==> config.mk <==
export PLATFORM = sky130hd
export DESIGN_NAME = crbw_sqrt
export DESIGN_NICKNAME = d
export VERILOG_FILES = /design/src/design/crbw_pkg.sv /design/src/design/crbw_sqrt.sv
export SDC_FILE = /design/constraint.sdc
export NUM_CORES = 2
export LEC_CHECK = 0
export BUFFER_PORTS_ARGS = -buffer_cell sky130_fd_sc_hd__buf_2
export CAP_MARGIN = 10
export CORE_MARGIN = 2
export CORE_UTILIZATION = 55
export DETAILED_ROUTE_END_ITERATION = 8
export PLACE_DENSITY = 0.71
export RECOVER_POWER = 25
export SLEW_MARGIN = 5
export SYNTH_ARGS = -nofsm -noshare
export SYNTH_HDL_FRONTEND = slang
export SYNTH_SLANG_ARGS = --single-unit
==> constraint.sdc <==
create_clock -name i_clk -period 6.6 [get_ports i_clk]
set_input_delay 0.33 -clock i_clk [delete_from_list [all_inputs] [get_ports i_clk]]
set_output_delay 0.33 -clock i_clk [all_outputs]
set_load 0.05 [all_outputs]
==> src/design/crbw_pkg.sv <==
package crbw_pkg;

    localparam int COORD_W         = 24;
    localparam int EXT_W           = 23;
    localparam int DIFF_W          = 24;
    localparam int SQ_W            = 2 * DIFF_W + 1;
    localparam int ROOT_W          = (SQ_W + 1) / 2;
    localparam int CFG_IDX_W       = 3;
    localparam int CFG_DATA_W      = 24;
    localparam int FRAC_BITS_DEF   = 8;
    localparam int WEIGHT_BITS_DEF = 16;

    localparam logic [CFG_IDX_W-1:0] CFG_CENTER_X    = 3'd0;
    localparam logic [CFG_IDX_W-1:0] CFG_CENTER_Y    = 3'd1;
    localparam logic [CFG_IDX_W-1:0] CFG_CENTER_Z    = 3'd2;
    localparam logic [CFG_IDX_W-1:0] CFG_RADIUS      = 3'd3;
    localparam logic [CFG_IDX_W-1:0] CFG_HALF_HEIGHT = 3'd4;
    localparam logic [CFG_IDX_W-1:0] CFG_BLEND_WIDTH = 3'd5;
    localparam logic [CFG_IDX_W-1:0] CFG_ENABLE      = 3'd6;

    localparam logic [EXT_W-1:0] BLEND_RESET = 23'd256;

    typedef struct packed {
        logic signed [COORD_W-1:0] center_x;
        logic signed [COORD_W-1:0] center_y;
        logic signed [COORD_W-1:0] center_z;
        logic        [EXT_W-1:0]   radius;
        logic        [EXT_W-1:0]   half_height;
        logic        [EXT_W-1:0]   blend_width;
        logic                      enable;
    } t_cfg;

    typedef struct packed {
        logic [DIFF_W-1:0] dz;
        logic              hit;
    } t_side;

endpackage

==> src/design/crbw_sqrt.sv <==
module crbw_sqrt (
    input  logic                          i_clk,
    input  logic                          i_rst_n,
    input  logic                          i_en,
    input  logic                          i_val,
    input  logic [crbw_pkg::SQ_W-1:0]     i_sq,
    input  crbw_pkg::t_side               i_side,
    output logic                          o_val,
    output logic [crbw_pkg::ROOT_W-1:0]   o_root,
    output crbw_pkg::t_side               o_side
);

    localparam int N     = crbw_pkg::ROOT_W;
    localparam int RAD_W = 2 * N;
    localparam int REM_W = N + 2;

    logic             w_val  [0:N];
    logic [RAD_W-1:0] w_rad  [0:N];
    logic [REM_W-1:0] w_rem  [0:N];
    logic [N-1:0]     w_root [0:N];
    crbw_pkg::t_side  w_side [0:N];

    assign w_val[0]  = i_val;
    assign w_rad[0]  = {{(RAD_W-crbw_pkg::SQ_W){1'b0}}, i_sq};
    assign w_rem[0]  = '0;
    assign w_root[0] = '0;
    assign w_side[0] = i_side;

    for (genvar k = 0; k < N; k++) begin : g_stage
        logic             r_val;
        logic [RAD_W-1:0] r_rad;
        logic [REM_W-1:0] r_rem;
        logic [N-1:0]     r_root;
        crbw_pkg::t_side  r_side;
        logic [REM_W-1:0] cur, trial, n_rem;
        logic [N-1:0]     n_root;

        always_comb begin
            cur   = {w_rem[k][REM_W-3:0], w_rad[k][RAD_W-1 -: 2]};
            trial = {w_root[k], 2'b01};
            if (cur >= trial) begin
                n_rem  = cur - trial;
                n_root = {w_root[k][N-2:0], 1'b1};
            end else begin
                n_rem  = cur;
                n_root = {w_root[k][N-2:0], 1'b0};
            end
        end

        always_ff @(posedge i_clk) begin
            if (!i_rst_n) begin
                r_val <= 1'b0;
            end else if (i_en) begin
                r_val <= w_val[k];
            end
        end

        always_ff @(posedge i_clk) begin
            if (i_en) begin
                r_rad  <= {w_rad[k][RAD_W-3:0], 2'b00};
                r_rem  <= n_rem;
                r_root <= n_root;
                r_side <= w_side[k];
            end
        end

        assign w_val[k+1]  = r_val;
        assign w_rad[k+1]  = r_rad;
        assign w_rem[k+1]  = r_rem;
        assign w_root[k+1] = r_root;
        assign w_side[k+1] = r_side;
    end

    assign o_val  = w_val[N];
    assign o_root = w_root[N];
    assign o_side = w_side[N];

endmodule

After elaboration in Yosys (flattened, before gate mapping):

Index checks and enable logic that the tools add are counted.

* add/sub/neg operators: 24
* order comparisons: 25
* mux-type cells: 49

Operator list (number)
* $mux 25: 23
* $ge 27x10->1: 1
* $ge 27x11->1: 1
* $ge 27x12->1: 1
* $ge 27x13->1: 1
* $ge 27x14->1: 1
* $ge 27x15->1: 1
* $ge 27x16->1: 1
* $ge 27x17->1: 1
* $ge 27x18->1: 1
* $ge 27x19->1: 1
* $ge 27x20->1: 1
* $ge 27x21->1: 1
* $ge 27x22->1: 1
* $ge 27x23->1: 1
* $ge 27x24->1: 1
* $ge 27x25->1: 1
* $ge 27x26->1: 1
* $ge 27x3->1: 1
* $ge 27x4->1: 1
* $ge 27x5->1: 1
* $ge 27x6->1: 1
* $ge 27x7->1: 1
* $ge 27x8->1: 1
* other kinds (27): 52

* input port bits: 78
* logic and storage cells: 247
* bits in registers: 2152
* output and inout bits: 51

Longest topological paths before layout:

* depth after elaboration: 2
* gate-level depth with buffers: 14
* gate-level depth less buffers: 13

Worst setup path before layout:

OpenSTA, ideal clock, no wires.

* path kind: register -> register
* from: reg g_stage[17].r_rem[7]
* to: reg g_stage[18].r_rem[24], data pin
* arrival time: 2.856 ns
* buffers on the path: 1
* path slack: 3.483 ns
* required time: 6.339 ns
* stages on the path, launching flop included: 12
* setup time: 0.261 ns
* period minus slack after synthesis: 3.117 ns
* path through: edfxtp_1 ha_1 buf_6 and2_1 a22o_1 o41a_1 or3_4 a211o_1 a31o_1 a221o_1 nor2b_1 xor2_1

* longest elaborated chain between the ends: 2
* elaborated cells between the ends (all ways): 3
* classes of those cells: 1 x add/sub; 1 x order compare; 1 x mux

Ends and longest elaborated chain
* start, declared: line crbw_sqrt.sv:32 `logic [REM_W-1:0] r_rem;`
* start signal, assigned: line crbw_sqrt.sv:61 `r_rem <= n_rem;`
* $sub 25x20->25 / $ge 27x20->1 (equally long branches): line crbw_sqrt.sv:42, crbw_sqrt.sv:41
* $mux 25 *: line crbw_sqrt.sv:41 `if (cur >= trial) begin`
* net g_stage[18].n_rem[24]: line crbw_sqrt.sv:35 `logic [REM_W-1:0] cur, trial, n_rem;`
* end signal, assigned: line crbw_sqrt.sv:61
* end, declared: line crbw_sqrt.sv:32

Mark *: on every way through the listed nets, which the timed path passes. The rest lies on a longest branch.
A chain may end at the register's enable or synchronous reset.

==> results.md <==
* All-Layer GR Usage at 0.177
* Clock buffer count from CTS at about 210
* Area of the die at around 160000 sq um
* Data required, critical path at around 7.3 ns
* Lkg Pwr at about 37 nW
* Depth of the CTS H-tree at 4
* Setup violations, final at 0
* Gate count of the mapped netlist at 5772
* Part of the Yosys area used for sequential elements at 0.728
* Accumulated negative setup slack at 0 ns
* Detailed-route wire length on metal 1 at approximately 63 mm
* Crit Reg-Reg Startpoint: g_stage[17].r_rem[1]$_DFFE_PP_
* Worst hold path class: in -> reg
* Post-route clock period utilization at 0.617
* Top-Level Pins at approximately 130
* Clk Latency, worst-skew pair at 0.82 ns
* Highest ir drop seen on vdd at about 0.29 mV
* Post-Syn Area at between 80000 and 90000 sq um
* Detailed-route wire length at 144 mm
* Switch Pwr at between 8 and 9 mW
* Number of diodes added for antenna fixing at 0
* Clock tree root driver cell: sky130_fd_sc_hd__clkbuf_16
* Hold Path Depth at 2
* Worst reg2reg endpoint: g_stage[18].r_rem[8]$_DFFE_PP_
* Worst Setup Start Kind: input port
* Area contributors post-synth: sky130_fd_sc_hd__edfxtp_1 72%, sky130_fd_sc_hd__ha_1 5.0%, sky130_fd_sc_hd__xnor2_1 2.2%, sky130_fd_sc_hd__xor2_1 2.1%, sky130_fd_sc_hd__inv_1 1.9%
* Number of antenna violations at the first check in global routing at 1
* Iteration-0 DRC count of the detailed router at around 3500
* Routed length on met2 at ~70 mm
* Hold Path Origin: i_sq[41]
* Internal Power at about 25 mW
* Kind of critical path: in -> reg
* Routed length on met3 at 6.16 mm
* Final hold viol count at 0
* Global-route wire length before repair at around 230 mm
* Chip width at roughly 400 um
* Transition at the pin with the smallest max-transition slack at between 4 and 5 ns
* Vias per cell at 5.43
* List of most frequent post-synthesis cells: 2099 x sky130_fd_sc_hd__edfxtp_1, 444 x sky130_fd_sc_hd__inv_1, 350 x sky130_fd_sc_hd__ha_1, 308 x sky130_fd_sc_hd__nand2_1, 291 x sky130_fd_sc_hd__nor2_1
* Highest routing layer actually used: met4
* Synth async-reset ratio at 0
* Total half-perimeter wirelength after legalization and detailed placement at around 95 mm
* Post-route antenna net violation count at 0
* Initial core utilization at 0.553
* Number of buffer cells added on primary ports at 128
* Number of nets produced by synthesis at 6200
* Area overhead of the layout relative to synthesis at 12.7%
* Mean cell area of the mapped netlist at ~15 sq um
* Number of flops mapped to enable cells by yosys at 2099
* Destination of the worst hold path: g_stage[0].r_rad[43]$_DFFE_PP_
* Final Wtd Congestion at between 0.9 and 1
* Flip-flop cell with the highest count after synthesis: sky130_fd_sc_hd__edfxtp_1
* Resized Gates After CTS at 0
* Worst-case register-to-register setup slack at around 2.7 ns
* TritonCTS clock tree: built
* Count leader, synth: sky130_fd_sc_hd__edfxtp_1
* Std cell rows at between 100 and 150
* Number of max-cap violations at 1
* Area share of the largest cell type after synthesis at 0.722
* Switching share of power at 0.250
* Min Tclk post-route at slightly above 4 ns
* Aggregate global routing overflow at 0
* Share of layout cells above drive strength 1 at 0.0923
* DR DRC count at 0
* Power consumption at approximately 34 mW
* Vert. Die Dim at slightly above 400 um
* Initial DRT Pass Iterations at 6
* Post-synthesis sequential element count at 2124
* Synthesis warning total at 0
* Proportion of power drawn by the clock network at 0.346
* Power density over the cells at approximately 350 nW/um^2
* Vias at about 46000
* Sink Count at 2124
* Setup crit end kind: flop
* Post-DR wirelength/cell at ~17 um
* Number of different library cells in the post-synthesis netlist at 98
* Largest fanout of any net on the critical path at between 100 and 150
* Post-synthesis cell type with the largest combined area: sky130_fd_sc_hd__edfxtp_1
* Failing checks: capacitance limit, slew limit
* Vias in the first global route at about 45000
* Logic depth of the worst register-to-register path at 9
* Total count of max-transition violations in the final report at 130
* Outcome: finished with violations
* Unrepaired setup endpoints after global routing: false
* Seq pwr share at 0.509
* NumNets Final at approximately 6600
* Worst-path clk slew at about 0.06 ns
* Number of buffers between clock root and the deepest sink at 3
* Proportion of power drawn by combinational gates at 0.145
* Placeable Area at approximately 160000 sq um
* Largest net degree at the start of global routing at 191
* Signal arrival time at the worst endpoint at between 4 and 5 ns
* Timing-limited maximum frequency at around 250 MHz
* Maximum clock skew at final layout at roughly 0.025 ns
* Max transition margin at -1.69
==> worst max-delay path: stages <==
cell	delay [ns]
sky130_fd_sc_hd__clkbuf_2	2.72
sky130_fd_sc_hd__buf_4	0.78
sky130_fd_sc_hd__mux2i_1	0.27
sky130_fd_sc_hd__nor2b_1	0.06
sky130_fd_sc_hd__dlygate4sd3_1	0.55
==> power by group through the flow <==
stage	logic, mW	registers [mW]	clock network [mW]
floorplan	3.57	17.3	0
global placement	4.81	17.5	0
detailed placement	4.87	17.6	0
CTS	4.94	17.3	12.1
global route	5.53	17.4	12.6
finish	4.94	17.3	11.8
==> flip-flops by register name (all words and copies together) (netlist names) <==
name            flops
o_side             25
g_stage.r_rad     600
g_stage.r_root    300
g_stage.r_side    600
g_stage.r_rem     549
g_stage.r_val      24
o_val               1
o_root             25
==> layout by cell type (no fill, tap or decap), types with 54 or more instances in the layout <==
cell type,n
sky130_fd_sc_hd__a21o_1,134
sky130_fd_sc_hd__a21oi_1,287
sky130_fd_sc_hd__buf_2,112
sky130_fd_sc_hd__clkbuf_16,208
sky130_fd_sc_hd__dlygate4sd3_1,77
sky130_fd_sc_hd__edfxtp_1,2099
sky130_fd_sc_hd__ha_1,350
sky130_fd_sc_hd__inv_1,444
sky130_fd_sc_hd__mux2_2,67
sky130_fd_sc_hd__nand2_1,308
sky130_fd_sc_hd__nand2b_1,61
sky130_fd_sc_hd__nand3_1,76
sky130_fd_sc_hd__nor2_1,291
sky130_fd_sc_hd__nor2b_1,75
sky130_fd_sc_hd__nor3_1,115
sky130_fd_sc_hd__o21a_1,59
sky130_fd_sc_hd__o21ai_0,259
sky130_fd_sc_hd__or3_1,54
sky130_fd_sc_hd__xnor2_1,218
sky130_fd_sc_hd__xor2_1,210
==> worst max-delay path by stage <==
stage | from | to | slack, ns | cells past startpoint
finish | i_en | g_stage[0].r_val$_SDFFE_PN0P_ | 2.53 | 5
global route | i_en | g_stage[0].r_val$_SDFFE_PN0P_ | 2.12 | 5
CTS | g_stage[22].r_rem[1]$_DFFE_PP_ | g_stage[23].r_rem[11]$_DFFE_PP_ | 2.60 | 11
detailed placement | g_stage[22].r_rem[1]$_DFFE_PP_ | g_stage[23].r_rem[2]$_DFFE_PP_ | 2.65 | 11
global placement | g_stage[22].r_rem[1]$_DFFE_PP_ | g_stage[23].r_rem[2]$_DFFE_PP_ | 2.61 | 11
floorplan | g_stage[17].r_rem[7]$_DFFE_PP_ | g_stage[18].r_rem[24]$_DFFE_PP_ | 3.48 | 11
==> cells by family after synthesis <==
family          synth area share
compound gates            0.0727
xor+xnor                  0.0429
fa+ha+maj                 0.0502
buf+inv                   0.0229
flops                      0.728
mux                       0.0132
other cells            0.0000429
simple gates              0.0704
==> per-stage QoR <==
stage / instances / area (sq um) / hold WS [ns] / worst slack [ns] / utilization
after floorplan: 5772 / 87300 / 0.400 / 3.48 / -
after global placement: 7934 / 90700 / 0.400 / 2.61 / 0.574
after detailed placement: 7934 / 90700 / 0.405 / 2.65 / 0.574
after CTS: 8400 / 98400 / 0.0368 / 2.60 / 0.623
after global routing: 8400 / 98400 / 0.156 / 2.12 / 0.623
final: 8400 / 98400 / 0.214 / 2.53 / 0.623
==> repair_timing <==
action,in CTS,in global routing
hold buffers,77,0
hold endpoints to repair,99,0
setup buffers,0,0
==> layout make-up <==
cell class,count,area (sq um)
clock inverter,148,1590
tap,2072,2590
fill,11407,59600
multi-input combinational,3122,21800
inverter,449,1690
clock buffer,241,5340
sequential,2124,63500
timing repair buffer,244,1840
==> layer usage <==
layer | up-vias | track usage
li1 | 22385 | -
met2 | 947 | 0.299
met4 | 0 | 0.0638
met1 | 21949 | 0.232
met5 | - | 0
met3 | 319 | 0.0329
(Power assumes the default switching activity.)
