## src/design/crbw_pkg.sv

```systemverilog
package crbw_pkg;

    localparam int COORD_W         = 24;
    localparam int EXT_W           = 23;
    localparam int DIFF_W          = 24;
    localparam int SQ_W            = 2 * DIFF_W + 1;
    localparam int ROOT_W          = (SQ_W + 1) / 2;
    localparam int CFG_IDX_W       = 3;
    localparam int CFG_DATA_W      = 24;
    localparam int FRAC_BITS_DEF   = 8;
    localparam int WEIGHT_BITS_DEF = 16;

    localparam logic [CFG_IDX_W-1:0] CFG_CENTER_X    = 3'd0;
    localparam logic [CFG_IDX_W-1:0] CFG_CENTER_Y    = 3'd1;
    localparam logic [CFG_IDX_W-1:0] CFG_CENTER_Z    = 3'd2;
    localparam logic [CFG_IDX_W-1:0] CFG_RADIUS      = 3'd3;
    localparam logic [CFG_IDX_W-1:0] CFG_HALF_HEIGHT = 3'd4;
    localparam logic [CFG_IDX_W-1:0] CFG_BLEND_WIDTH = 3'd5;
    localparam logic [CFG_IDX_W-1:0] CFG_ENABLE      = 3'd6;

    localparam logic [EXT_W-1:0] BLEND_RESET = 23'd256;

    typedef struct packed {
        logic signed [COORD_W-1:0] center_x;
        logic signed [COORD_W-1:0] center_y;
        logic signed [COORD_W-1:0] center_z;
        logic        [EXT_W-1:0]   radius;
        logic        [EXT_W-1:0]   half_height;
        logic        [EXT_W-1:0]   blend_width;
        logic                      enable;
    } t_cfg;

    typedef struct packed {
        logic [DIFF_W-1:0] dz;
        logic              hit;
    } t_side;

endpackage

```

## src/design/crbw_front.sv

```systemverilog
module crbw_front (
    input  logic                                i_clk,
    input  logic                                i_rst_n,
    input  logic                                i_en,
    input  crbw_pkg::t_cfg                      i_cfg,
    input  logic                                i_val,
    input  logic signed [crbw_pkg::COORD_W-1:0] i_pos_x,
    input  logic signed [crbw_pkg::COORD_W-1:0] i_pos_y,
    input  logic signed [crbw_pkg::COORD_W-1:0] i_pos_z,
    output logic                                o_val,
    output logic [crbw_pkg::SQ_W-1:0]           o_sq,
    output crbw_pkg::t_side                     o_side
);

    localparam int CW = crbw_pkg::COORD_W;
    localparam int DW = crbw_pkg::DIFF_W;
    localparam int EW = crbw_pkg::EXT_W;
    localparam int SW = crbw_pkg::SQ_W;

    function automatic logic [DW-1:0] abs_diff(input logic signed [CW-1:0] a,
                                               input logic signed [CW-1:0] b);
        logic signed [CW:0] d;
        logic        [CW:0] m;
        d = $signed({a[CW-1], a}) - $signed({b[CW-1], b});
        m = d[CW] ? (~d + 1'b1) : d;
        return m[DW-1:0];
    endfunction

    logic              r_val_a, r_val_b, r_val_c;
    logic [DW-1:0]     r_dx, r_dy, r_dz_a, r_dz_b;
    logic [2*DW-1:0]   r_dx2, r_dy2;
    logic [2*EW-1:0]   r_rsq;
    logic [SW-1:0]     r_sq;
    logic [DW-1:0]     r_dz_c;
    logic              r_hit;
    logic [SW-1:0]     n_sq;

    assign n_sq = {1'b0, r_dx2} + {1'b0, r_dy2};

    always_ff @(posedge i_clk) begin
        if (!i_rst_n) begin
            r_val_a <= 1'b0;
            r_val_b <= 1'b0;
            r_val_c <= 1'b0;
        end else if (i_en) begin
            r_val_a <= i_val;
            r_val_b <= r_val_a;
            r_val_c <= r_val_b;
        end
    end

    always_ff @(posedge i_clk) begin
        if (i_en) begin
            r_dx     <= abs_diff(i_pos_x, i_cfg.center_x);
            r_dy     <= abs_diff(i_pos_y, i_cfg.center_y);
            r_dz_a   <= abs_diff(i_pos_z, i_cfg.center_z);
            r_dx2    <= r_dx * r_dx;
            r_dy2    <= r_dy * r_dy;
            r_rsq    <= i_cfg.radius * i_cfg.radius;
            r_dz_b   <= r_dz_a;
            r_sq     <= n_sq;
            r_dz_c   <= r_dz_b;
            r_hit    <= i_cfg.enable && (r_dz_b < {1'b0, i_cfg.half_height})
                        && (n_sq < {{(SW-2*EW){1'b0}}, r_rsq});
        end
    end

    assign o_val      = r_val_c;
    assign o_sq       = r_sq;
    assign o_side.dz  = r_dz_c;
    assign o_side.hit = r_hit;

endmodule

```

## config.mk

```make
export PLATFORM = sky130hd
export DESIGN_NAME = crbw_front
export DESIGN_NICKNAME = d
export VERILOG_FILES = /design/src/design/crbw_pkg.sv /design/src/design/crbw_front.sv
export SDC_FILE = /design/constraint.sdc
export NUM_CORES = 2
export LEC_CHECK = 0
export ABC_AREA = 1
export BUFFER_PORTS_ARGS = -buffer_cell sky130_fd_sc_hd__buf_2
export CAP_MARGIN = 20
export CORE_MARGIN = 3
export CORE_UTILIZATION = 42
export CTS_CLUSTER_SIZE = 10
export DETAILED_ROUTE_END_ITERATION = 8
export SKIP_LAST_GASP = 1
export SLEW_MARGIN = 20
export SYNTH_ARGS = -nofsm -noshare
export SYNTH_HDL_FRONTEND = slang
export SYNTH_SLANG_ARGS = --single-unit
```

## constraint.sdc

```tcl
create_clock -name i_clk -period 7.5 [get_ports i_clk]
set_input_delay 1.125 -clock i_clk [delete_from_list [all_inputs] [get_ports i_clk]]
set_output_delay 1.125 -clock i_clk [all_outputs]
set_load 0.01 [all_outputs]
```

## Word level (Yosys, flattened, before mapping)

Index checks and enable logic that the tools add are counted.

| storage, ports and cells | value |
|---|---|
| output and inout port bits | 75 |
| register bits | 315 |
| input bits | 218 |
| word-level logic and storage cells | 33 |

| operators by class | value |
|---|---|
| reductions and logical operators | 2 |
| bitwise operators | 3 |
| $lt $le $gt $ge | 2 |
| add/sub/neg operators | 7 |
| multiplexer cells | 3 |
| $mul | 3 |

Operator list:

| kind | count |
|---|---|
| 24-bit by 24-bit multiplier with 48-bit output | 2 |
| 24-bit by 24-bit subtractor with 25-bit output | 3 |
| 24-bit by 1-bit adder with 24-bit output, second input constant | 3 |
| 24-bit two-way mux | 3 |
| 24-bit inverter | 3 |
| 48-bit by 48-bit adder with 49-bit output | 1 |
| 49-bit by 46-bit less-than comparator with 1-bit output | 1 |
| 23-bit by 23-bit multiplier with 46-bit output | 1 |
| 24-bit by 23-bit less-than comparator with 1-bit output | 1 |
| 1-bit logical AND | 2 |

## Longest topological paths before layout

| logic depth | value |
|---|---|
| depth after elaboration | 4 |
| mapped depth | 31 |
| depth with buffers taken out | 30 |

## Worst setup path after synthesis

No wires, ideal clock.

| timing | value |
|---|---|
| kind | input to register |
| from | in i_cfg[67] (netlist bit) |
| to | reg r_rsq[41], data pin |
| library setup time | 0.265 ns |
| arrival time | 6.640 ns |
| stages | 23 |
| slack | 0.594 ns |
| data required time | 7.235 ns |
| path buffers | 2 |
| cells stage by stage | clkbuf_1 clkbuf_1 nand2_1 inv_1 fa_1 fa_1 inv_1 fa_1 inv_1 fa_1 fa_1 fa_1 inv_1 fa_1 inv_1 ha_1 a21oi_1 o21ai_0 a21oi_1 nand3_1 a31oi_1 o21ai_0 xor2_1 |

| between the ends | value |
|---|---|
| cells in the longest elaborated chain, start to end | 1 |

RTL lines:

| what | RTL line | source |
|---|---|---|
| from (decl) | crbw_front.sv:5 | `input crbw_pkg::t_cfg i_cfg,` |
| 23-bit by 23-bit multiplier with 46-bit output | crbw_front.sv:59 | `r_rsq <= i_cfg.radius * i_cfg.radius;` |
| to (signal assigned) | crbw_front.sv:59 |  |
| to (decl) | crbw_front.sv:32 | `logic [2*EW-1:0] r_rsq;` |

No other way between the ends.
A chain may end at the register's enable or synchronous reset.

## Worst setup path in the final report

| timing | value |
|---|---|
| from | reg r_dx[7] |
| to | reg r_dx2[42], data pin |

| between the ends | value |
|---|---|
| cells in the longest elaborated chain, start to end | 1 |

RTL lines:

| what | RTL line | source |
|---|---|---|
| from (decl) | crbw_front.sv:30 | `logic [DW-1:0] r_dx, r_dy, r_dz_a, r_dz_b;` |
| from (signal assigned) | crbw_front.sv:54 | `r_dx <= abs_diff(i_pos_x, i_cfg.center_x);` |
| 24-bit by 24-bit multiplier with 48-bit output | crbw_front.sv:57 | `r_dx2 <= r_dx * r_dx;` |
| to (signal assigned) | crbw_front.sv:57 |  |
| to (decl) | crbw_front.sv:31 | `logic [2*DW-1:0] r_dx2, r_dy2;` |

No other way between the ends.

==> results.md <==
- In this run, synthesis produced a sequential element count of 312.
- The standard-cell row count is ~150.
- In the routed design, unresolved DRC markers number 0.
- The die extent in y is between 400 and 500 um.
- In the final routed layout, each cell accounts on average for 16.0 um.
- The post-route netlist has 6.86% of its cells at a drive strength greater than 1.
- Counting instances in the post-synthesis netlist gives the leading cell types as sky130_fd_sc_hd__inv_1 (2555), sky130_fd_sc_hd__nand2_1 (1714), sky130_fd_sc_hd__fa_1 (1235).
- The worst setup path is launched from a flip-flop.
- The first detailed-routing pass took 6 iterations.
- The total count of hold-check failures in the final report was 0.
- The maximum number of pins on one net before global-route repair is 122.
- The number of library cell types mapped by synthesis is 53.
- The total grt overflow is 0.
- The count of final setup violators is 0.
- The type of the worst setup path is reg -> reg.
- Across the routed clock network, the largest skew measured is 0.0299 ns.
- Routability-driven placement finished with a final weighted congestion of between 0.9 and 1.
- The required time of the critical path is 7.86 ns.
- The shortest clock period the worst path allows after layout is 7.19 ns.
- The initial antenna violation count is 13.
- The worst path buffer plus inverter count is 9.
- The instance count of the mapped netlist is 8424.
- The slowest stage of the critical path belongs to the cell sky130_fd_sc_hd__edfxtp_1.
- The source-to-sink clock delay at the later pin of the worst-skew pair is 0.63 ns.
- The flow ran to the end, and the final reports show no timing, DRC or antenna violations.
- Max-cap violations in this run came to 0.
- The global-route wire length before repair is 290000 um.
- The number of antenna diodes in the final layout is 0.
- The setup TNS is 0 ns.
- The half-perimeter wire length after detailed placement is between 150000 and 200000 um.
- The number of vias per cell is 4.83.
- Wires add up to between 150000 and 200000 um.
- Fill cells in the final layout number 16.1k.
- The sequential cells in the finished layout cover a total of 0.00934 mm^2.
- In this run, synthesis inferred between 300 and 400 flip-flops with an integrated enable.
- Buffers inserted to repair hold after CTS numbered 0.
- Setup repair after global routing left no endpoint under its margin.
- The die area is 0.170 mm^2.
- STA puts the critical path data arrival time at 7.55 ns.
- The H-tree generated during clock tree synthesis spans 2 levels.
- The post-synthesis average cell area is 8.25 um^2.
- The dominant cell type by area after synthesis is sky130_fd_sc_hd__fa_1.
- After clock tree synthesis, the clock-pin slew on the worst setup and hold paths is 0.06 ns.
- The layout overhead on the synthesized area is 9.31%.
- The synthesized net count is 10.6k.
- STA classifies the critical path endpoint as a flip-flop.
- The top achievable clock speed is 0.139 GHz.
- The number of top-level pins is 293.
- The core region is 0.164 mm^2.
- The total area of multi-input combinational cells is 0.0500 mm^2.
- The number of clock sinks is between 300 and 400.
- The TritonCTS buffer count is 45.
- The path class of the tightest hold or removal check is reg -> reg.
- The cell with the most instances after synthesis is sky130_fd_sc_hd__inv_1.
- The transition time of the tightest slew-check pin is 1.29 ns.
- The die is 413 um wide.
- Once the floorplan was initialized, standard cells occupied 42.5% of the core.
- Port buffering added 269 buffers.
- The count of final max-slew check failures is 0.
- The period utilization is 95.9%.
- The leading register cell type out of synthesis is sky130_fd_sc_hd__edfxtp_1.
- TritonCTS built the clock tree.
- The initial detailed-routing violation count is between 3k and 4k.
- The share of synthesized area in the top cell type comes to between 30% and 40%.
- The largest stage delay on the critical path is 0.88 ns.
- The overall routing resource usage is 21.3%.
- The cell sitting at the root of the clock tree is a sky130_fd_sc_hd__clkbuf_16.
- The count of nets after finishing is between 10k and 15k.
- The post-synth design cell area is around 0.070 mm^2.
- The number of warnings reported in the yosys synthesis log is 0.
- Counting stages on the worst path, the most repeated cell is sky130_fd_sc_hd__inv_1.
- For this run, the register share of the synthesized area comes to between 10% and 20%.
- Headroom to the max-slew limit came out at 13.1%.
- The cell type group with the largest total delay on the critical path is adder cells.
- The final route contains 53.0k vias.
- In the post-synthesis netlist, the biggest area contributors are sky130_fd_sc_hd__fa_1 (36%), sky130_fd_sc_hd__inv_1 (14%), sky130_fd_sc_hd__edfxtp_1 (13%).
- In this run the deepest clock path goes through 3 buffers.
- The via count of the first global-routing pass is 56.0k.
- The share of async-settable or async-resettable flops after synthesis is 0%.
- The final antenna-violating net count is 0.
- Of all nets on the critical path, the largest fanout is 16.
==> state kept, by name, summed over array words and instances, names as in the netlist, 45 cells and up <==
signal,flops
o_sq,49
r_dx2,47
r_dy2,47
r_rsq,45
==> metal layers <==
metal	share of wire (%)	vias up	track usage, %	wire (um)
met1	45	25962	30.1	80000
met5	0	-	0	0
met2	47	1259	35.3	82800
li1	-	25618	-	-
met4	1.4	0	3.52	2500
met3	6.1	163	2.86	10800
==> worst reg2reg max path, stage by stage, from the launching register on <==
cell,delay (ns)
sky130_fd_sc_hd__edfxtp_1,0.88
sky130_fd_sc_hd__nand2_1,0.26
sky130_fd_sc_hd__fa_1,0.58
sky130_fd_sc_hd__inv_1,0.06
sky130_fd_sc_hd__fa_1,0.50
sky130_fd_sc_hd__inv_1,0.05
sky130_fd_sc_hd__fa_1,0.48
sky130_fd_sc_hd__inv_1,0.05
sky130_fd_sc_hd__fa_1,0.52
sky130_fd_sc_hd__inv_1,0.07
sky130_fd_sc_hd__fa_1,0.53
sky130_fd_sc_hd__inv_1,0.05
sky130_fd_sc_hd__fa_1,0.48
sky130_fd_sc_hd__inv_1,0.05
sky130_fd_sc_hd__fa_1,0.48
sky130_fd_sc_hd__inv_1,0.04
sky130_fd_sc_hd__ha_1,0.33
sky130_fd_sc_hd__buf_4,0.15
sky130_fd_sc_hd__nand2_1,0.09
sky130_fd_sc_hd__nor2_1,0.16
sky130_fd_sc_hd__inv_1,0.05
sky130_fd_sc_hd__o21ai_0,0.22
sky130_fd_sc_hd__nand2_1,0.09
sky130_fd_sc_hd__o211ai_1,0.13
sky130_fd_sc_hd__nand2_1,0.10
sky130_fd_sc_hd__nand3_1,0.17
sky130_fd_sc_hd__xor2_1,0.38
==> layout by cell type, fill, tap and decap left out, types with 12 or more instances in the layout <==
cell type / count
sky130_fd_sc_hd__buf_12: 12
sky130_fd_sc_hd__a31oi_1: 44
sky130_fd_sc_hd__o21ai_0: 159
sky130_fd_sc_hd__nor2_1: 419
sky130_fd_sc_hd__clkbuf_16: 46
sky130_fd_sc_hd__nand3_1: 193
sky130_fd_sc_hd__fa_1: 1235
sky130_fd_sc_hd__a21o_1: 31
sky130_fd_sc_hd__edfxtp_1: 309
sky130_fd_sc_hd__nand4_1: 56
sky130_fd_sc_hd__inv_1: 2555
sky130_fd_sc_hd__a21oi_1: 323
sky130_fd_sc_hd__nand2_2: 24
sky130_fd_sc_hd__nor3_1: 36
sky130_fd_sc_hd__xnor2_1: 105
sky130_fd_sc_hd__buf_4: 178
sky130_fd_sc_hd__nand2_1: 1714
sky130_fd_sc_hd__nand3b_1: 16
sky130_fd_sc_hd__xor2_1: 163
sky130_fd_sc_hd__o21bai_1: 23
sky130_fd_sc_hd__buf_2: 268
sky130_fd_sc_hd__ha_1: 712
sky130_fd_sc_hd__o21a_1: 21
==> final cells by class <==
type | instances | area share, %
multi-input cells | 5393 | 65.7
clock inverters | 21 | 0.310
inverters | 2562 | 12.7
clock buffers | 52 | 1.54
repair buffers | 460 | 3.87
flip-flops and latches | 312 | 12.3
well taps | 2175 | 3.58
==> cells by family after synthesis <==
| family | after synthesis | share of synthesized area (%) |
|---|---|---|
| AO/OA/AOI/OAI | 658 | 5.31 |
| XOR/XNOR | 271 | 3.41 |
| adder cells (fa/ha/maj) | 1947 | 48.4 |
| buffers and inverters | 2719 | 14.7 |
| flip-flops | 312 | 13.4 |
| AND/OR/NAND/NOR | 2517 | 14.7 |
==> path summary, 6_finish.rpt <==
path / slack (ns) / cells past startpoint / endpoint / from
max: 0.31 / 26 / r_dx2[42] / r_dx[7]
min: 0.41 / 0 / r_dz_b[18] / r_dz_a[18]
max reg2reg: 0.31 / 26 / r_dx2[42] / r_dx[7]
min reg2reg: 0.41 / 0 / r_dz_b[18] / r_dz_a[18]
==> timing repair <==
action,in CTS,in global routing
setup buffers,0,12
endpoints found under the setup margin,0,10
resized for setup,0,1
==> per-stage QoR <==
step                      util (%)  instance area, um^2  std cells  setup WS, ns  hold slack (ns)
after CTS                     46.4                75800      10963         0.308            0.410
after detailed placement      45.5                74400      10890        0.0479            0.406
after floorplan                  -                69500       8424         0.594            0.400
final                         46.5                76000      10975         0.309            0.411
after global routing          46.5                76000      10975       0.00248            0.417
after global placement        45.5                74400      10890        0.0558            0.402
Power is not shown: default switching activity piles up to over one toggle a cycle in this logic, so the estimate is an artifact.
