## config.mk

```make
export PLATFORM = sky130hd
export DESIGN_NAME = crbw_axis
export DESIGN_NICKNAME = d
export VERILOG_FILES = /design/src/design/crbw_pkg.sv /design/src/design/crbw_axis.sv
export SDC_FILE = /design/constraint.sdc
export NUM_CORES = 2
export LEC_CHECK = 0
export BUFFER_PORTS_ARGS = -buffer_cell sky130_fd_sc_hd__buf_2
export CAP_MARGIN = 20
export CORE_MARGIN = 5
export CORE_UTILIZATION = 59
export CTS_BUF_LIST = sky130_fd_sc_hd__clkbuf_4 sky130_fd_sc_hd__clkbuf_8 sky130_fd_sc_hd__clkbuf_16
export CTS_CLUSTER_DIAMETER = 100
export DETAILED_ROUTE_END_ITERATION = 10
export HOLD_SLACK_MARGIN = 0.08
export PLACE_DENSITY_LB_ADDON = 0.2
export SYNTH_ARGS = -nofsm -noshare
export SYNTH_HDL_FRONTEND = slang
export SYNTH_SLANG_ARGS = --single-unit
```

## constraint.sdc

```tcl
create_clock -name i_clk -period 6 [get_ports i_clk]
set_input_delay 0.9 -clock i_clk [delete_from_list [all_inputs] [get_ports i_clk]]
set_output_delay 0.9 -clock i_clk [all_outputs]
set_load 0.01 [all_outputs]
```

## src/design/crbw_pkg.sv

```systemverilog
package crbw_pkg;

    localparam int COORD_W         = 24;
    localparam int EXT_W           = 23;
    localparam int DIFF_W          = 24;
    localparam int SQ_W            = 2 * DIFF_W + 1;
    localparam int ROOT_W          = (SQ_W + 1) / 2;
    localparam int CFG_IDX_W       = 3;
    localparam int CFG_DATA_W      = 24;
    localparam int FRAC_BITS_DEF   = 8;
    localparam int WEIGHT_BITS_DEF = 16;

    localparam logic [CFG_IDX_W-1:0] CFG_CENTER_X    = 3'd0;
    localparam logic [CFG_IDX_W-1:0] CFG_CENTER_Y    = 3'd1;
    localparam logic [CFG_IDX_W-1:0] CFG_CENTER_Z    = 3'd2;
    localparam logic [CFG_IDX_W-1:0] CFG_RADIUS      = 3'd3;
    localparam logic [CFG_IDX_W-1:0] CFG_HALF_HEIGHT = 3'd4;
    localparam logic [CFG_IDX_W-1:0] CFG_BLEND_WIDTH = 3'd5;
    localparam logic [CFG_IDX_W-1:0] CFG_ENABLE      = 3'd6;

    localparam logic [EXT_W-1:0] BLEND_RESET = 23'd256;

    typedef struct packed {
        logic signed [COORD_W-1:0] center_x;
        logic signed [COORD_W-1:0] center_y;
        logic signed [COORD_W-1:0] center_z;
        logic        [EXT_W-1:0]   radius;
        logic        [EXT_W-1:0]   half_height;
        logic        [EXT_W-1:0]   blend_width;
        logic                      enable;
    } t_cfg;

    typedef struct packed {
        logic [DIFF_W-1:0] dz;
        logic              hit;
    } t_side;

endpackage

```

## src/design/crbw_axis.sv

```systemverilog
module crbw_axis #(
    parameter int WEIGHT_BITS = crbw_pkg::WEIGHT_BITS_DEF
) (
    input  logic                          i_clk,
    input  logic                          i_rst_n,
    input  logic                          i_en,
    input  logic                          i_val,
    input  logic                          i_tag,
    input  logic [crbw_pkg::ROOT_W-1:0]   i_dist,
    input  logic [crbw_pkg::EXT_W-1:0]    i_outer,
    input  logic [crbw_pkg::EXT_W-1:0]    i_blend,
    output logic                          o_val,
    output logic                          o_tag,
    output logic [WEIGHT_BITS:0]          o_weight
);

    localparam int W   = WEIGHT_BITS;
    localparam int EW  = crbw_pkg::EXT_W;
    localparam int DW  = crbw_pkg::ROOT_W;
    localparam int RW  = EW + 1;
    localparam logic [W:0]   ONE   = {1'b1, {W{1'b0}}};
    localparam logic [W+1:0] THREE = {2'b11, {W{1'b0}}};

    logic [EW-1:0] inner;
    logic [DW-1:0] diff;
    logic          full0;

    assign inner = (i_outer > i_blend) ? (i_outer - i_blend) : '0;
    assign full0 = i_dist <= {{(DW-EW){1'b0}}, inner};
    assign diff  = i_dist - {{(DW-EW){1'b0}}, inner};

    logic          w_val  [0:W];
    logic          w_tag  [0:W];
    logic          w_full [0:W];
    logic [RW-1:0] w_rem  [0:W];
    logic [W-1:0]  w_q    [0:W];

    logic r_val0, r_tag0, r_full0;
    logic [RW-1:0] r_rem0;

    always_ff @(posedge i_clk) begin
        if (!i_rst_n) begin
            r_val0 <= 1'b0;
        end else if (i_en) begin
            r_val0 <= i_val;
        end
    end

    always_ff @(posedge i_clk) begin
        if (i_en) begin
            r_tag0  <= i_tag;
            r_full0 <= full0;
            r_rem0  <= full0 ? '0 : diff[RW-1:0];
        end
    end

    assign w_val[0]  = r_val0;
    assign w_tag[0]  = r_tag0;
    assign w_full[0] = r_full0;
    assign w_rem[0]  = r_rem0;
    assign w_q[0]    = '0;

    for (genvar k = 0; k < W; k++) begin : g_div
        logic          r_val, r_tag, r_full;
        logic [RW-1:0] r_rem;
        logic [W-1:0]  r_q;
        logic [RW:0]   cur;

        assign cur = {w_rem[k], 1'b0};

        always_ff @(posedge i_clk) begin
            if (!i_rst_n) begin
                r_val <= 1'b0;
            end else if (i_en) begin
                r_val <= w_val[k];
            end
        end

        always_ff @(posedge i_clk) begin
            if (i_en) begin
                r_tag  <= w_tag[k];
                r_full <= w_full[k];
                if (cur >= {2'b00, i_blend}) begin
                    r_rem <= RW'(cur - {2'b00, i_blend});
                    r_q   <= {w_q[k][W-2:0], 1'b1};
                end else begin
                    r_rem <= cur[RW-1:0];
                    r_q   <= {w_q[k][W-2:0], 1'b0};
                end
            end
        end

        assign w_val[k+1]  = r_val;
        assign w_tag[k+1]  = r_tag;
        assign w_full[k+1] = r_full;
        assign w_rem[k+1]  = r_rem;
        assign w_q[k+1]    = r_q;
    end

    logic [2*W-1:0]   asq;
    logic [W-1:0]     r_a2;
    logic [W+1:0]     r_t;
    logic [2*W+1:0]   prod;
    logic [W+1:0]     r_s;
    logic [W:0]       r_w;
    logic             r_val1, r_val2, r_val3;
    logic             r_tag1, r_tag2, r_tag3;
    logic             r_full1, r_full2;

    assign asq  = w_q[W] * w_q[W];
    assign prod = r_a2 * r_t;

    always_ff @(posedge i_clk) begin
        if (!i_rst_n) begin
            r_val1 <= 1'b0;
            r_val2 <= 1'b0;
            r_val3 <= 1'b0;
        end else if (i_en) begin
            r_val1 <= w_val[W];
            r_val2 <= r_val1;
            r_val3 <= r_val2;
        end
    end

    always_ff @(posedge i_clk) begin
        if (i_en) begin
            r_a2    <= asq[2*W-1:W];
            r_t     <= THREE - {1'b0, w_q[W], 1'b0};
            r_tag1  <= w_tag[W];
            r_full1 <= w_full[W];
            r_s     <= prod[2*W+1:W];
            r_tag2  <= r_tag1;
            r_full2 <= r_full1;
            r_tag3  <= r_tag2;
            if (r_full2) begin
                r_w <= ONE;
            end else if (r_s > {1'b0, ONE}) begin
                r_w <= '0;
            end else begin
                r_w <= ONE - r_s[W:0];
            end
        end
    end

    assign o_val    = r_val3;
    assign o_tag    = r_tag3;
    assign o_weight = r_w;

endmodule

```

# Word-level counts from Yosys, hierarchy flattened
# Index checks and enable logic that the tools add are counted.
dict set report op_classes {
  n_reduce_logical 1
  n_addsub 19
  n_lt_le_gt_ge 19
  mux 33
  multipliers 2
}
# op n
set ops {}
lappend ops {{$ge A25 B23 Y1} 16}
lappend ops {{$sub A24 B23 Y24} 16}
lappend ops {{$mux W24} 15}
lappend ops {{$mul A16 B18 Y34} 1}
lappend ops {{$mul A16 B16 Y32} 1}
lappend ops {{$le A25 B23 Y1} 1}
lappend ops {{$gt A23 B23 Y1} 1}
lappend ops {{$mux W23} 1}
lappend ops {{$sub A23 B23 Y23} 1}
lappend ops {{$gt A18 B17 Y1 const B} 1}
lappend ops {{$sub A18 B17 Y18 const A} 1}
lappend ops {{$mux W17} 1}
lappend ops {{$sub A17 B17 Y17 const A} 1}
lappend ops {{$mux W1} 16}
lappend ops {{$reduce_or A2 Y1} 1}
dict set report totals {
  output_inout_bits 19
  ff_bits 648
  elab_cells 185
}

# Logic depth before layout (Yosys ltp)
dict set report depth {
  word_depth 3
  depth_mapped 27
  ltp_nobuf 25
}

# Worst setup path after synthesis
# No wires, ideal clock.
dict set report synth_path {
  path_kind {register to register}
  startpoint {register r_a2[9]}
  endpoint {register r_s[16], data pin}
  t_arrival_ns 6.195
  setup_slack_ns -0.453
  path_stages_with_launch 26
  synth_period_minus_slack_ns 6.453
  n_path_buf 2
  cell_sequence {edfxtp_1 clkbuf_1 clkbuf_1 nand2_1 fa_1 inv_1 fa_1 inv_1 fa_1 inv_1 fa_1 fa_1 inv_1 fa_1 inv_1 ha_1 a21oi_1 o21ai_0 a221oi_1 o31a_1 nor2b_1 a41o_1 a21bo_2 a211o_1 a21oi_1 xnor2_1}
}
dict set report synth_between {
  elab_chain_len 1
}
# element line_no
set synth_lines {}
lappend synth_lines {{start: declaration} crbw_axis.sv:101} ;# logic [W-1:0] r_a2;
lappend synth_lines {{start signal: assignment} crbw_axis.sv:127} ;# r_a2 <= asq[2*W-1:W];
lappend synth_lines {{$mul A16 B18 Y34} crbw_axis.sv:111} ;# assign prod = r_a2 * r_t;
lappend synth_lines {{via prod[32]} crbw_axis.sv:103} ;# logic [2*W+1:0] prod;
lappend synth_lines {{end signal: assignment} crbw_axis.sv:131} ;# r_s <= prod[2*W+1:W];
lappend synth_lines {{end: declaration} crbw_axis.sv:104} ;# logic [W+1:0] r_s;
# The timed path passes the listed nets, and every way through them passes these cells.
# A chain may end at the register's enable or synchronous reset.

# Worst setup path in the final report
dict set report layout_path {
  startpoint {register r_t[12]}
  endpoint {register r_s[16], data pin}
}
dict set report layout_between {
  elab_chain_len 1
}
# element line_no
set layout_lines {}
lappend layout_lines {{start: declaration} crbw_axis.sv:102} ;# logic [W+1:0] r_t;
lappend layout_lines {{start signal: assignment} crbw_axis.sv:128} ;# r_t <= THREE - {1'b0, w_q[W], 1'b0};
lappend layout_lines {{$mul A16 B18 Y34} crbw_axis.sv:111}
lappend layout_lines {{via prod[32]} crbw_axis.sv:103}
# The timed path passes the listed nets, and every way through them passes these cells.

==> impl_metrics.tcl <==
set metrics [dict create \
    num_rows 115 \
    hold_buffers 0 \
    io_pins 95 \
    final_cell_count_no_fill 7580 \
    clk_pin_slew_ns 0.06 \
    maxSlewHeadroom 0.2772 \
    route.detailed.vias_per_inst 5.877 \
    start_util 0.5960 \
    core_um2 98560 \
    fmax_mhz 157.8 \
    drv_slew 0 \
    setup_violations 12 \
    worstRegToRegCells 23 \
    cap_viol_max_count 0 \
    reg2reg_slack_ns -0.34 \
    startpoint "r_t[12]" \
    layout-drive-gt1-share 0.1484 \
    hold_viol_final 0 \
    htree_num_levels 3 \
    syn_inst 5864 \
    fillers 7554 \
    reg2reg_to "r_s[16]" \
    rsz0062_at_grt "yes" \
    cts_buffer_depth 3 \
    wl_um 147600 \
    synth_ff_type "edfxtp_1" \
    endpoint "r_s[16]" \
    outcome "finished with violations" \
    fin_crit_ns 6.336 \
    cts_buffers 75 \
    dr.pass1.iters 6 \
    syn_avg_cell_area_um2 10.02 \
    synth_cell_types 93 \
    dieHeight_um 325.6 \
    syn-cell-area_um2 58750 \
    synth-edff-count 627 \
    post-place-cells 7353 \
    setup_tns_ns -2.314 \
    violations "setup timing" \
    nets 7312 \
    cts.sinks 647 \
    post-dp-hpwl_um 107600 \
    grt_pass1_wl_um 233200 \
    yosys_warnings 0 \
    setup_ws_ns -0.3362 \
    ys_seq_area_frac 0.3273 \
    synthArstFlopShare 0 \
    pre_cts_ws_ns -0.5530 \
    gp_congestion 0.9404 \
    end_kind "flip-flop" \
    io_buffer_count 94 \
    fin_util 0.6750 \
    syn_to_final_growth_pct 13.24 \
    ys_ff_latch 647 \
    fp.dieW_um 325.6 \
    track_usage 0.2713 \
    syn-num-nets 6946 \
    drtAntennaViolNets 0 \
    cts_root_buf "clkbuf_16" \
    final_cell_mix "edfxtp_1 (627), ha_1 (598), inv_1 (575), nand2_1 (446), a21oi_1 (416)" \
    clock_latency_ns 0.66 \
    grt_max_degree 155 \
    detail_route.wl_per_cell_um 19.47 \
    finalCritPeriodShare 1.056 \
    grt_overflow_total 0 \
    antenna_found_initial 5 \
    crit_path_start_kind "flip-flop" \
    dieArea_um2 106000 \
    skew_ns 0.03348 \
    crit_type "flip-flop to flip-flop" \
    crit_fanout 6 \
    reg2reg_from "r_t[12]" \
    min_path_type "flip-flop to flip-flop" \
    drc 0 \
    critical_path_arrival_ns 6.74 \
    worst_slew_pin_slew_ns 1.082 \
    cts_tree "yes" \
    vias 44550 \
    worstPathRequired_ns 6.40 \
    mostFrequentLayoutCell "edfxtp_1" \
    dr.first_iter.drc_count 3321 \
    grt_pass1_vias 44639 \
]
## layer usage
metal / track usage / vias to the layer above / part of all wire
met1: 0.3425 / 21523 / 0.41
li1: - / 21312 / -
met2: 0.4736 / 1320 / 0.49
met5: 0 / - / 0
met3: 0.03241 / 395 / 0.053
met4: 0.1174 / 0 / 0.048
## synthesized netlist by cell type, types with 14 or more instances
cell type | n | area, µm²
mux2_4 | 17 | 255.2
or2_2 | 23 | 143.9
a21oi_1 | 433 | 2167
o21ai_0 | 230 | 1151
fa_1 | 389 | 7787
nor2b_1 | 97 | 606.8
inv_1 | 614 | 2305
mux2_2 | 105 | 1182
nor2_1 | 420 | 1577
o211ai_1 | 29 | 217.7
nand2b_1 | 73 | 456.7
a21boi_0 | 32 | 240.2
o31ai_1 | 22 | 165.2
a31oi_1 | 51 | 319.1
clkbuf_1 | 134 | 503.0
buf_2 | 19 | 95.09
and3_1 | 36 | 225.2
o21a_1 | 60 | 450.4
nor3_1 | 89 | 445.4
nand4_1 | 63 | 394.1
nand3_1 | 74 | 370.4
nand2_1 | 464 | 1742
o21bai_1 | 36 | 270.3
ha_1 | 617 | 7720
dfxtp_1 | 20 | 400.4
and2_1 | 194 | 1214
edfxtp_1 | 627 | 18830
xor2_1 | 137 | 1200
a211oi_1 | 23 | 172.7
or3_1 | 29 | 181.4
a211o_1 | 14 | 122.6
xnor2_1 | 250 | 2190
nor4_1 | 18 | 112.6
mux2i_1 | 30 | 300.3
a21o_1 | 189 | 1419
and4_1 | 14 | 122.6
## logic make-up after synthesis
logic type,count (synthesis),synth area share
XOR/XNOR,387,0.05770
adder cells (fa/ha/maj),1006,0.2640
flip-flops,647,0.3273
AND/OR/NAND/NOR,1637,0.1353
multiplexers,152,0.02958
buffers and inverters,784,0.05094
AO/OA/AOI/OAI,1251,0.1352
## critical path: stages, from the launching register on
cell      delay, ns
edfxtp_1       0.45
buf_6          0.17
and2_1         0.16
fa_1           0.50
inv_1          0.05
fa_1           0.52
inv_1          0.05
fa_1           0.49
fa_1           0.44
fa_1           0.50
inv_1          0.05
fa_1           0.53
inv_1          0.06
ha_4           0.25
a21oi_2        0.14
o21ai_2        0.10
a221oi_2       0.26
o31a_1         0.25
nor2b_2        0.07
a41o_1         0.21
a21bo_2        0.26
a211o_1        0.35
a21oi_2        0.14
xnor2_1        0.08
## per-stage QoR
stage,area [µm²],hold WS [ns]
4_1_cts,65990,0.3915
2_1_floorplan,58960,0.4003
3_3_place_gp,62460,0.4006
6_report,66530,0.4014
3_5_place_dp,62460,0.4045
5_1_grt,66520,0.4110
## flip-flops by register name, summed over array words and instances, names as in the netlist
signal        flops
r_a2             16
g_div.r_tag      16
r_full0           1
o_val             1
r_val1            1
r_full2           1
g_div.r_val      16
r_full1           1
r_s              18
r_tag1            1
o_tag             1
g_div.r_rem     360
r_val0            1
r_rem0           24
r_tag0            1
g_div.r_q       136
r_val2            1
r_tag2            1
r_t              17
o_weight         17
g_div.r_full     16
## area by class of cell
class | instances | area (µm²) | share of cell area
Multi-Input combinational cell | 4433 | 37240 | 0.5598
Sequential cell | 647 | 19230 | 0.2890
Timing Repair Buffer | 456 | 3522 | 0.05294
Inverter | 617 | 2316 | 0.03481
Clock buffer | 91 | 2033 | 0.03056
Tap cell | 1287 | 1610 | 0.02421
Clock inverter | 45 | 561.8 | 0.008445
Antenna cell | 4 | 10.01 | 0.0001505
## timing repair
item,4_1_cts,5_1_grt
gates cloned,1,1
pin swaps,129,106
buffers inserted,60,29
gates resized for setup,139,94
setup endpoints to repair,21,32
## how the worst min path moves through the flow
stage	startpoint	endpoint	slack, ns	depth (start not counted)
detailed placement	g_div[11].r_q[8]	g_div[12].r_q[9]	0.40	0
global placement	r_full1	r_full2	0.40	0
global route	i_tag	r_tag0	0.41	1
floorplan	r_full0	g_div[0].r_full	0.40	0
finish	g_div[11].r_q[3]	g_div[12].r_q[4]	0.40	0
CTS	i_tag	r_tag0	0.39	1
Power is not shown: default switching activity piles up to over one toggle a cycle in this logic, so the estimate is an artifact.
